### config.mk
export PLATFORM = sky130hd
export DESIGN_NAME = hrc_ctrl
export DESIGN_NICKNAME = d
export VERILOG_FILES = /design/src/rtl/core/histogram_range_colorizer_assert.svh /design/src/rtl/core/hrc_pkg.sv /design/src/rtl/core/hrc_ctrl.sv
export SDC_FILE = /design/constraint.sdc
export NUM_CORES = 1
export LEC_CHECK = 0
export BUFFER_PORTS_ARGS = -buffer_cell sky130_fd_sc_hd__buf_4
export CAP_MARGIN = 40
export CELL_PAD_IN_SITES_DETAIL_PLACEMENT = 1
export CELL_PAD_IN_SITES_GLOBAL_PLACEMENT = 2
export CORE_UTILIZATION = 23
export CTS_CLUSTER_DIAMETER = 50
export CTS_CLUSTER_SIZE = 24
export DETAILED_ROUTE_END_ITERATION = 7
export PLACE_DENSITY_LB_ADDON = 0.1
export SLEW_MARGIN = 20
export SYNTH_ARGS = -nofsm -noshare
export SYNTH_HDL_FRONTEND = slang
export SYNTH_SLANG_ARGS = --single-unit
### constraint.sdc
create_clock -name clk -period 2 [get_ports clk]
set_clock_uncertainty 0.05 [all_clocks]
set_input_delay 0.3 -clock clk [delete_from_list [all_inputs] [get_ports clk]]
set_output_delay 0.3 -clock clk [all_outputs]
set_load 0.05 [all_outputs]
### src/rtl/core/histogram_range_colorizer_assert.svh
// Assertion macros shared by the histogram range colorizer RTL.
// Included by modules that carry concurrent checks; depends on nothing else.
`ifndef HISTOGRAM_RANGE_COLORIZER_ASSERT_SVH
`define HISTOGRAM_RANGE_COLORIZER_ASSERT_SVH
`ifndef SYNTHESIS
// Check that is switched off while the reset is high.
`define HRC_ASSERT(lbl, clk, rst, prop, msg) \
  lbl: assert property (@(posedge clk) disable iff (rst) prop) else $error(msg);
// Check that holds at every edge, reset included.
`define HRC_ASSERT_ANY(lbl, clk, prop, msg) \
  lbl: assert property (@(posedge clk) prop) else $error(msg);
`else
`define HRC_ASSERT(lbl, clk, rst, prop, msg)
`define HRC_ASSERT_ANY(lbl, clk, prop, msg)
`endif
`endif

### src/rtl/core/hrc_pkg.sv
// Package of the histogram range colorizer: field widths, register codes,
// reset values, controller states and the range lookup. Depends on nothing.
`default_nettype none

package hrc_pkg;

  localparam int MAX_ITERATIONS_DEF = 1024;
  localparam int COUNT_WIDTH_DEF    = 20;
  localparam int NUM_RANGES_DEF     = 3;

  localparam int ITER_W     = 11;
  localparam int BOUND_W    = 11;
  localparam int COLOR_W    = 24;
  localparam int CH_W       = 8;
  localparam int NUM_BOUNDS = 4;
  localparam int RANGE_W    = 2;
  localparam int CFG_IDX_W  = 3;
  localparam int CFG_DATA_W = 24;
  localparam int IN_DATA_W  = 16;
  localparam int OUT_DATA_W = 24;

  typedef logic [NUM_BOUNDS-1:0][BOUND_W-1:0] bound_arr_t;
  typedef logic [NUM_BOUNDS-1:0][COLOR_W-1:0] color_arr_t;

  localparam bound_arr_t BOUND_RST = {11'd1024, 11'd512, 11'd307, 11'd0};
  localparam color_arr_t COLOR_RST = {24'hFFFFFF, 24'hFFFF00, 24'hFF0000, 24'h000000};

  typedef enum logic [CFG_IDX_W-1:0] {
    CFG_BOUND_0 = 3'd0,
    CFG_BOUND_1 = 3'd1,
    CFG_BOUND_2 = 3'd2,
    CFG_BOUND_3 = 3'd3,
    CFG_COLOR_0 = 3'd4,
    CFG_COLOR_1 = 3'd5,
    CFG_COLOR_2 = 3'd6,
    CFG_COLOR_3 = 3'd7
  } cfg_reg_t;

  localparam logic KIND_COUNT = 1'b0;
  localparam logic KIND_COLOR = 1'b1;

  typedef enum logic [3:0] {
    ST_CLEAR,
    ST_IDLE,
    ST_DECIDE,
    ST_CNT_RD,
    ST_CNT_WR,
    ST_WALK,
    ST_DRAIN,
    ST_MUL,
    ST_DIV,
    ST_OUT
  } state_t;

  typedef struct packed {
    logic load;       // capture the input beat
    logic clr;        // write zero at the sweep address
    logic cnt_rd;     // read the bin of the captured count
    logic cnt_wr;     // write back the bin, bump the range total
    logic walk_init;  // load the walk address from the range's lower bound
    logic walk_rd;    // read one bin of the walk
    logic mul;        // form the numerators, start the dividers
    logic div_step;   // one quotient bit in every lane
    logic out_load;   // move the color into the output register
  } cmd_t;

  typedef struct packed {
    logic clr_last;
    logic is_color;
    logic over_max;
    logic walk_empty;
    logic walk_last;
    logic div_done;
    logic out_free;
  } sts_t;

  // Smallest i in 1..num_ranges whose bound lies above the count, minus one.
  function automatic logic [RANGE_W-1:0] find_range(input logic [ITER_W-1:0] it,
                                                    input bound_arr_t bounds,
                                                    input int num_ranges);
    logic [RANGE_W-1:0] r;
    r = RANGE_W'(num_ranges - 1);
    for (int i = NUM_BOUNDS - 1; i >= 1; i--) begin
      if (i <= num_ranges && bounds[i] > it) begin
        r = RANGE_W'(i - 1);
      end
    end
    return r;
  endfunction

endpackage

`default_nettype wire

### src/rtl/core/hrc_ctrl.sv
// Controller of the histogram range colorizer: sequences the clear sweep,
// counting, bin walk, division and output. Depends on hrc_pkg.
`default_nettype none

module hrc_ctrl (
  input  wire logic          clk,
  input  wire logic          rst,
  input  wire logic          s_tvalid,
  input  wire hrc_pkg::sts_t sts,
  output logic               in_ready,
  output hrc_pkg::cmd_t      cmd
);

  hrc_pkg::state_t state, state_next;

  always_ff @(posedge clk) begin
    if (rst) begin
      state <= hrc_pkg::ST_CLEAR;
    end else begin
      state <= state_next;
    end
  end

  always_comb begin
    state_next = state;
    cmd        = '0;
    in_ready   = 1'b0;
    unique case (state)
      hrc_pkg::ST_CLEAR: begin
        cmd.clr = 1'b1;
        if (sts.clr_last) begin
          state_next = hrc_pkg::ST_IDLE;
        end
      end
      hrc_pkg::ST_IDLE: begin
        in_ready = 1'b1;
        cmd.load = s_tvalid;
        if (s_tvalid) begin
          state_next = hrc_pkg::ST_DECIDE;
        end
      end
      hrc_pkg::ST_DECIDE: begin
        priority if (!sts.is_color && sts.over_max) begin
          state_next = hrc_pkg::ST_IDLE;
        end else if (!sts.is_color) begin
          state_next = hrc_pkg::ST_CNT_RD;
        end else if (sts.over_max) begin
          state_next = hrc_pkg::ST_OUT;
        end else if (sts.walk_empty) begin
          state_next = hrc_pkg::ST_MUL;
        end else begin
          cmd.walk_init = 1'b1;
          state_next    = hrc_pkg::ST_WALK;
        end
      end
      hrc_pkg::ST_CNT_RD: begin
        cmd.cnt_rd = 1'b1;
        state_next = hrc_pkg::ST_CNT_WR;
      end
      hrc_pkg::ST_CNT_WR: begin
        cmd.cnt_wr = 1'b1;
        state_next = hrc_pkg::ST_IDLE;
      end
      hrc_pkg::ST_WALK: begin
        cmd.walk_rd = 1'b1;
        if (sts.walk_last) begin
          state_next = hrc_pkg::ST_DRAIN;
        end
      end
      hrc_pkg::ST_DRAIN: begin
        state_next = hrc_pkg::ST_MUL;
      end
      hrc_pkg::ST_MUL: begin
        cmd.mul    = 1'b1;
        state_next = hrc_pkg::ST_DIV;
      end
      hrc_pkg::ST_DIV: begin
        if (sts.div_done) begin
          state_next = hrc_pkg::ST_OUT;
        end else begin
          cmd.div_step = 1'b1;
        end
      end
      hrc_pkg::ST_OUT: begin
        if (sts.out_free) begin
          cmd.out_load = 1'b1;
          state_next   = hrc_pkg::ST_IDLE;
        end
      end
      default: begin
        state_next = hrc_pkg::ST_IDLE;
      end
    endcase
  end

endmodule

`default_nettype wire

==> metrics.log, run 1 <==
[metrics] violation count after the first detailed-routing iteration: 9
[metrics] Final Non-Filler Cells: 84
[metrics] maximum number of pins on one net before global-route repair: 13
[metrics] gpl congestion: 0.711
[metrics] detailed-route DRC error count: 0
[metrics] number of instances in the synthesized netlist: 50
[metrics] cell area after layout: 562 µm²
[metrics] Vias/cell: 5.20
[metrics] setup tns final: 0 ps
[metrics] Final Total Pwr: 352 µW
[metrics] via count of the first global-routing pass: 419
[metrics] setup slack of the critical path after layout: 184 ps
[metrics] Synthesized Nets: 60
[metrics] Remaining Overflow, GRT: 0
[metrics] Layout fillers: 191
[metrics] YS warnings: 0
[metrics] initial antenna violation count: 0
[metrics] clock tree from TritonCTS: done
[metrics] level count of the clock H-tree: 1
[metrics] register with the most flip-flops: state
[metrics] Fmax achieved: 0.551 GHz
[metrics] commonest non-fill, non-tap cells in the layout: 19 x buf_4, 5 x nor3_1, 4 x nor2_1, 4 x inv_1
[metrics] capturing element type of the critical path: output pin
[metrics] layout cells sized above 1: 47.1%
[metrics] biggest area consumer among synthesized cells: dfxtp_1
[metrics] area grow syn2layout: 45.3%
[metrics] boundary pin count: 20
[metrics] CP max FO: 10
[metrics] die height: 43 µm
[metrics] portion of the post-synthesis area used by sequential elements: 20.7%
[metrics] register bit count reported by yosys: 4
[metrics] remaining number of nets flagged by the antenna check after routing: 0
[metrics] portion of synthesized cell area occupied by the leading cell type: 20.7%
[metrics] worst path arrival time: 1470 ps
[metrics] source-to-sink clock delay at the later pin of the worst-skew pair: 240 ps
[metrics] number of hold buffers added after cts: 0
[metrics] transition time of the tightest slew-check pin: 437 ps
[metrics] placement row count: 14
[metrics] post-place instance area: 538 µm²
[metrics] CTS Buf Count: 3
[metrics] count of buffers from port buffering: 19
[metrics] cell area after technology mapping: 387 µm²
[metrics] count of cell types in the netlist: 27
[metrics] final setup violation count: 0
[metrics] Antenna Diode Count: 0
[metrics] final-stage net count: 80
[metrics] status: complete, no violations
[metrics] buffer depth of the longest clock path: 2
[metrics] root buffer selected by CTS: clkbuf_4
[metrics] horizontal die dimension: 43 µm
[metrics] number of sinks handled by clock tree synthesis: 4
[metrics] HPWL after detailed placement: 909 µm
[metrics] total routing resource utilization after global routing: 14.0%
[metrics] Mean Syn Cell Area: 7.73 µm²
[metrics] post-placement worst setup slack: 351 ps
[metrics] worst path required time: 1650 ps
[metrics] total power density per cell area: 627 mW/mm²
[metrics] max-capacitance violation count: 0
[metrics] total wire length after detailed routing: 1.18 mm
[metrics] end-of-flow core utilization: 36.4%
[metrics] worst setup path class: flip-flop to output pin
[metrics] Final Max Tran Viols: 0
[metrics] portion of the clock cycle consumed by the worst path in the final layout: 90.8%
[metrics] clock slew at reported path FFs: 40 ps
[metrics] leading registers by flop count: state x4
[metrics] core area: 0.00154 mm²
[metrics] worst vdd rail ir drop: 0.304 mV
[metrics] starting utilization of the core area: 25.1%
[metrics] Post-Route Hold Slack: 227 ps
[metrics] global-route wire length before repair: 1.90 mm
[metrics] count of placed standard cells including taps: 81
[metrics] Die ar.: 0.00185 mm²
[metrics] most common library cell in the layout ignoring fill and taps: buf_4
[metrics] kind of start point of the critical path: flip-flop
[metrics] total via count after detailed routing: 437
[metrics] setup repair after global routing missed its margin: false
[metrics] largest cells by area after synthesis: dfxtp_1 21%, nor3_1 9.1%, buf_4 5.8%
[metrics] WL/cell: 14.0 µm
[metrics] max reg flops: 4
[metrics] first-pass iteration count of the detailed router: 4
[metrics] Period minus WS final: 1820 ps
[metrics] path class of the lowest-slack min-delay path: input port to flip-flop
[metrics] Relative slew margins: 70.8%
[metrics] Pleak: 0.251 nW
[metrics] hold violation total from the final report: 0
==> final timing paths <==
kind                         startpoint                    end  slack (ps)  cells after the start
setup / recovery  state[3]$_SDFFE_PP0P_                 cmd[0]         180                      3
setup reg to reg  state[2]$_SDFFE_PP0P_  state[0]$_SDFFE_PP0P_         410                      4
hold reg to reg   state[0]$_SDFFE_PP0P_  state[0]$_SDFFE_PP0P_         570                      2
hold / removal                      rst  state[1]$_SDFFE_PP0P_         230                      2
==> layer usage <==
metal  global-route usage [%]  routed length (µm)
met3                     3.83                  59
met1                     19.5                 578
met4                     5.45                   0
met2                     20.3                 540
met5                        0                   0
==> report_power, final <==
part	total, mW	leakage, nW	internal [mW]	switching (mW)
combinational	0.142	0.205	0.0584	0.0837
clock	0.103	0.0138	0.0673	0.0355
sequential	0.107	0.0329	0.0868	0.0205
total	0.352	0.251	0.212	0.140
==> layout make-up <==
| cell class | count | area [µm²] | share of cell area, % |
|---|---|---|---|
| Multi-Input combinational cell | 38 | 280 | 49.9 |
| Timing Repair Buffer | 19 | 143 | 25.4 |
| Clock buffer | 3 | 22.5 | 4.01 |
| Sequential cell | 4 | 81.3 | 14.5 |
| Inverter | 4 | 15.0 | 2.67 |
| Tap cell | 16 | 20.0 | 3.56 |
==> worst max-delay path, cell delays in order (launching register included) <==
cell and delay, ps:
dfxtp_1 580, nand2b_1 230, nor3_1 190, buf_4 230
==> synth_stat cells <==
cell / number
inv_1: 4
o21ai_0: 1
nor4_1: 1
a21oi_1: 2
mux2_2: 1
nand3_1: 1
nor2b_1: 1
a221oi_1: 1
nor4b_1: 1
nand3b_1: 1
a2111oi_2: 1
nor4_2: 1
o21bai_1: 1
o21ai_1: 1
nand2b_1: 3
nand2_1: 3
a2111oi_1: 1
buf_4: 3
nor2_1: 4
o41ai_2: 1
dfxtp_1: 4
and2_1: 1
a21o_1: 2
nor3_1: 7
buf_6: 1
or2b_4: 1
mux2i_1: 1
==> logic make-up after synthesis <==
| group | count (synthesis) | synth area share [%] |
|---|---|---|
| buf+inv | 8 | 12.6 |
| compound gates | 11 | 23.9 |
| simple gates | 25 | 37.2 |
| mux | 2 | 5.50 |
| flops | 4 | 20.7 |
==> timing repair <==
| item | in CTS | in global routing |
|---|---|---|
| setup endpoints to repair | 0 | 1 |
| resized for setup | 0 | 1 |
| buffers inserted | 0 | 0 |
No activity file was read; power rests on OpenSTA's default activity.
==> inputs of run 2 (changes only) <==
--- a/config.mk
+++ b/config.mk
@@ -14,6 +14,7 @@
 export CTS_CLUSTER_SIZE = 24
 export DETAILED_ROUTE_END_ITERATION = 7
 export PLACE_DENSITY_LB_ADDON = 0.1
+export REMOVE_ABC_BUFFERS = 1
 export SLEW_MARGIN = 20
 export SYNTH_ARGS = -nofsm -noshare
 export SYNTH_HDL_FRONTEND = slang
==> metrics.log, run 2 (synthesis gave the netlist of run 1 again) <==
[metrics] area used by sequential logic in the layout: 80.1 µm²
[metrics] maximum number of pins on one net before global-route repair: 13
[metrics] violation count after the first detailed-routing iteration: 0
[metrics] count of placed standard cells including taps: 82
[metrics] total via count after detailed routing: 413
[metrics] Final Non-Filler Cells: 85
[metrics] worst path required time: 1650 ps
[metrics] final-stage net count: 81
[metrics] starting utilization of the core area: 25.1%
[metrics] status: complete, no violations
[metrics] setup tns final: 0 ps
[metrics] final setup violation count: 0
[metrics] number of setup buffers added after CTS: 0
[metrics] placement row count: 14
[metrics] capturing element type of the critical path: output pin
[metrics] root buffer selected by CTS: clkbuf_4
[metrics] CP max FO: 12
[metrics] die height: 43 µm
[metrics] path class of the lowest-slack min-delay path: input port to flip-flop
[metrics] hold violation total from the final report: 0
[metrics] initial antenna violation count: 0
[metrics] gpl congestion: 0.690
[metrics] worst path arrival time: 1510 ps
[metrics] Period minus WS final: 1860 ps
[metrics] source-to-sink clock delay at the later pin of the worst-skew pair: 230 ps
[metrics] remaining number of nets flagged by the antenna check after routing: 0
[metrics] transition time of the tightest slew-check pin: 430 ps
[metrics] global-route wire length before repair: 1.57 mm
[metrics] layout cells sized above 1: 40.6%
[metrics] Vias/cell: 4.86
[metrics] clock tree from TritonCTS: done
[metrics] Pleak: 0.250 nW
[metrics] worst setup path class: flip-flop to output pin
[metrics] count of buffers from port buffering: 19
[metrics] kind of start point of the critical path: flip-flop
[metrics] global routing usage on met2: 17.9%
[metrics] Antenna Diode Count: 0
[metrics] portion of the clock cycle consumed by the worst path in the final layout: 92.9%
[metrics] Remaining Overflow, GRT: 0
[metrics] Fmax achieved: 0.538 GHz
[metrics] Relative slew margins: 71.3%
[metrics] area of the multi-input gates: 258 µm²
[metrics] total power density per cell area: 633 mW/mm²
[metrics] most used routing layer in global routing: met2
[metrics] number of hold buffers added after cts: 0
[metrics] commonest non-fill, non-tap cells in the layout: 20 x buf_4, 7 x nor3_1, 4 x nor2_1, 4 x inv_1, 4 x dfxtp_1
[metrics] core area: 0.00154 mm²
[metrics] number of sinks handled by clock tree synthesis: 4
[metrics] setup repair after global routing missed its margin: false
[metrics] horizontal die dimension: 43 µm
[metrics] boundary pin count: 20
[metrics] level count of the clock H-tree: 1
[metrics] register with the most flip-flops: state
[metrics] via count of the first global-routing pass: 382
[metrics] total of cells resized after clock tree synthesis: 0
[metrics] max-capacitance violation count: 0
[metrics] WL/cell: 12.0 µm
[metrics] area grow syn2layout: 41.1%
[metrics] total routing resource utilization after global routing: 11.2%
[metrics] Final Max Tran Viols: 0
[metrics] Layout fillers: 200
[metrics] leading registers by flop count: state x4
[metrics] CTS Buf Count: 3
[metrics] first-pass iteration count of the detailed router: 1
[metrics] max reg flops: 4
[metrics] worst vdd rail ir drop: 0.354 mV
[metrics] Die ar.: 0.00185 mm²
[metrics] detailed-route DRC error count: 0
[metrics] buffer depth of the longest clock path: 2
[metrics] GR Layer Usage met3: 2.13%
[metrics] HPWL after detailed placement: 807 µm
[metrics] clock slew at reported path FFs: 40 ps
[metrics] Post-Route Hold Slack: 226 ps
[metrics] total wire length after detailed routing: 1.02 mm
[metrics] most common library cell in the layout ignoring fill and taps: buf_4
[metrics] met1 global-route usage: 14.3%
-- run 2: final timing paths --
path	start	endpoint	slack, ps	depth (start not counted)
hold reg to reg	state[3]$_SDFFE_PP0P_	state[1]$_SDFFE_PP0P_	480	1
setup / recovery	state[0]$_SDFFE_PP0P_	cmd[8]	140	4
setup reg to reg	state[0]$_SDFFE_PP0P_	state[0]$_SDFFE_PP0P_	440	4
hold / removal	rst	state[1]$_SDFFE_PP0P_	230	2
-- run 2: report_power, final --
part | switching [mW] | total (mW) | internal, mW
Sequential | 0.0173 | 0.103 | 0.0860
Combinational | 0.0822 | 0.140 | 0.0578
Clock | 0.0348 | 0.102 | 0.0673
Total | 0.134 | 0.345 | 0.211
-- run 2: critical path, cell delays in order (launching register included) --
cell	delay, ps
dfxtp_1	580
nand2b_1	160
nor3_1	190
and2_1	150
buf_4	190
-- run 2: cell type report --
type                            count  share of cell area [%]
Clock buffer                        3                    4.13
Sequential cell                     4                    14.7
Timing Repair Buffer               20                    27.5
Multi-Input combinational cell     38                    47.2
Inverter                            4                    2.75
Tap cell                           16                    3.67
-- run 2: layer usage --
layer  part of all wire, %  up-vias  routed length, µm
met2                    45       13                458
met1                    48      182                486
met3                   7.0        0                 71
met5                     0        -                  0
li1                      -      218                  -
met4                     0        0                  0
-- run 2: metrics by stage --
stage | area (µm²) | setup WS (ps) | util [%] | total power, mW
final | 546 | 141 | 35.4 | 0.345
after global placement | 523 | 408 | 33.9 | 0.247
after floorplan | 353 | -652 | - | 0.197
after detailed placement | 523 | 378 | 33.9 | 0.246
after CTS | 546 | 107 | 35.4 | 0.355
after global routing | 546 | 18.9 | 35.4 | 0.368
==> inputs of run 3 (changes only) <==
--- a/config.mk
+++ b/config.mk
@@ -9,6 +9,8 @@
 export CAP_MARGIN = 40
 export CELL_PAD_IN_SITES_DETAIL_PLACEMENT = 1
 export CELL_PAD_IN_SITES_GLOBAL_PLACEMENT = 2
+export CORE_ASPECT_RATIO = 1.25
+export CORE_MARGIN = 2
 export CORE_UTILIZATION = 23
 export CTS_CLUSTER_DIAMETER = 50
 export CTS_CLUSTER_SIZE = 24
==> metrics.log, run 3 (synthesis gave the netlist of run 1 again) <==
[metrics] number of setup buffers added after CTS: 0
[metrics] core area: 0.00158 mm²
[metrics] die height: 49.8 µm
[metrics] portion of total power attributed to sequential cells: 28.6%
[metrics] clock tree from TritonCTS: done
[metrics] final-stage net count: 82
[metrics] Final Total Pwr: 342 µW
[metrics] max-capacitance violation count: 0
[metrics] commonest non-fill, non-tap cells in the layout: 21 x buf_4, 7 x nor3_1, 4 x nor2_1, 4 x inv_1, 4 x dfxtp_1
[metrics] total wire length after detailed routing: 1.03 mm
[metrics] most common library cell in the layout ignoring fill and taps: buf_4
[metrics] layout cells sized above 1: 41.4%
[metrics] Remaining Overflow, GRT: 0
[metrics] path class of the lowest-slack min-delay path: input port to flip-flop
[metrics] Vias/cell: 4.85
[metrics] HPWL after detailed placement: 854 µm
[metrics] capturing element type of the critical path: output pin
[metrics] number of sinks handled by clock tree synthesis: 4
[metrics] post-placement worst setup slack: 443 ps
[metrics] total power density per cell area: 616 mW/mm²
[metrics] Slowest Stage Delay on Critical Path: 410 ps
[metrics] boundary pin count: 20
[metrics] Antenna Diode Count: 0
[metrics] Buffers & Inverters on Critical Path: 1
[metrics] clock slew at reported path FFs: 40 ps
[metrics] cell area after layout: 556 µm²
[metrics] CTS Buf Count: 3
[metrics] total of cells resized after clock tree synthesis: 0
[metrics] Die ar.: 0.00203 mm²
[metrics] violation count after the first detailed-routing iteration: 0
[metrics] via count of the first global-routing pass: 417
[metrics] transition time of the tightest slew-check pin: 385 ps
[metrics] Relative slew margins: 74.3%
[metrics] remaining number of nets flagged by the antenna check after routing: 0
[metrics] final setup violation count: 0
[metrics] portion of the clock cycle consumed by the worst path in the final layout: 88.9%
[metrics] Clock power frac: 27.5%
[metrics] worst vdd rail ir drop: 0.360 mV
[metrics] total via count after detailed routing: 427
[metrics] Period minus WS final: 1780 ps
[metrics] worst path cell trace: nand2b_1 > nor3_1 > and2_1 > buf_4
[metrics] placement row count: 16
[metrics] register with the most flip-flops: state
[metrics] setup slack of the critical path after layout: 222 ps
[metrics] status: complete, no violations
[metrics] first-pass iteration count of the detailed router: 1
[metrics] fraction of power consumed by combinational cells: 43.9%
[metrics] internal cell power: 215 µW
[metrics] Slowest cell on crit path: dfxtp_1
[metrics] post-place instance area: 533 µm²
[metrics] level count of the clock H-tree: 1
[metrics] leading registers by flop count: state x4
[metrics] global-route wire length before repair: 1.70 mm
[metrics] Worst path top cell family by delay: simple AND/OR/NAND/NOR gates
[metrics] total routing resource utilization after global routing: 11.8%
[metrics] net switching power figure: 128 µW
[metrics] max reg flops: 4
[metrics] area grow syn2layout: 43.7%
[metrics] worst path required time: 1650 ps
[metrics] starting utilization of the core area: 24.4%
[metrics] horizontal die dimension: 40.7 µm
[metrics] setup repair after global routing missed its margin: false
[metrics] kind of start point of the critical path: flip-flop
[metrics] WL/cell: 11.7 µm
[metrics] count of buffers from port buffering: 19
[metrics] source-to-sink clock delay at the later pin of the worst-skew pair: 230 ps
[metrics] CP max FO: 11
[metrics] hold violation total from the final report: 0
[metrics] buffer depth of the longest clock path: 2
[metrics] Fmax achieved: 0.562 GHz
[metrics] gpl congestion: 0.637
[metrics] fraction of power spent switching nets: 37.3%
[metrics] Final Max Tran Viols: 0
[metrics] maximum number of pins on one net before global-route repair: 12
[metrics] worst setup path class: flip-flop to output pin
[metrics] worst path arrival time: 1430 ps
[metrics] number of hold buffers added after cts: 0
[metrics] Pleak: 0.255 nW
[metrics] root buffer selected by CTS: clkbuf_4
[metrics] initial antenna violation count: 0
[metrics] detailed-route DRC error count: 0
run 3: changes by cell type in the layout (fill, tap and decap cells not counted), sizes merged:
cell,change
buf,+1
run 3: through the flow:
step                hold slack [ps]  setup TNS (ps)  utilization, %  cells
detailed placement              468               0            33.7     85
global route                    233               0            35.1     88
finish                          230               0            35.1     88
global placement                469               0            33.7     85
floorplan                       326           -1790               -     46
CTS                             224               0            35.1     88
run 3: final timing paths:
path	slack [ps]	endpoint	cells after the start	start
min	230	state[1]$_SDFFE_PP0P_	2	rst
max	220	cmd[8]	4	state[2]$_SDFFE_PP0P_
max reg2reg	480	state[0]$_SDFFE_PP0P_	4	state[2]$_SDFFE_PP0P_
min reg2reg	550	state[2]$_SDFFE_PP0P_	2	state[1]$_SDFFE_PP0P_
run 3: metal layers:
| layer | part of all wire, % | wire [µm] | up-vias | global-route usage, % |
|---|---|---|---|---|
| met4 | 0 | 0 | 0 | 5.00 |
| met2 | 49 | 505 | 13 | 18.5 |
| met1 | 45 | 466 | 189 | 15.6 |
| met5 | 0 | 0 | - | 0 |
| met3 | 5.4 | 55 | 0 | 1.35 |
| li1 | - | - | 225 | - |
run 3: power by group through the flow:
stage / combinational (mW) / sequential [mW] / clock [mW]
floorplan: 0.0966 / 0.101 / 0
global placement: 0.153 / 0.100 / 0
detailed placement: 0.153 / 0.100 / 0
CTS: 0.153 / 0.0986 / 0.0993
global route: 0.163 / 0.0999 / 0.106
finish: 0.150 / 0.0981 / 0.0941
run 3: cell type report:
cell class	count	area [µm²]
flip-flops and latches	4	80.1
fillers	198	1030
multi-input cells	38	258
inverters	4	15.0
clock buffers	3	22.5
well taps	18	22.5
repair buffers	21	158
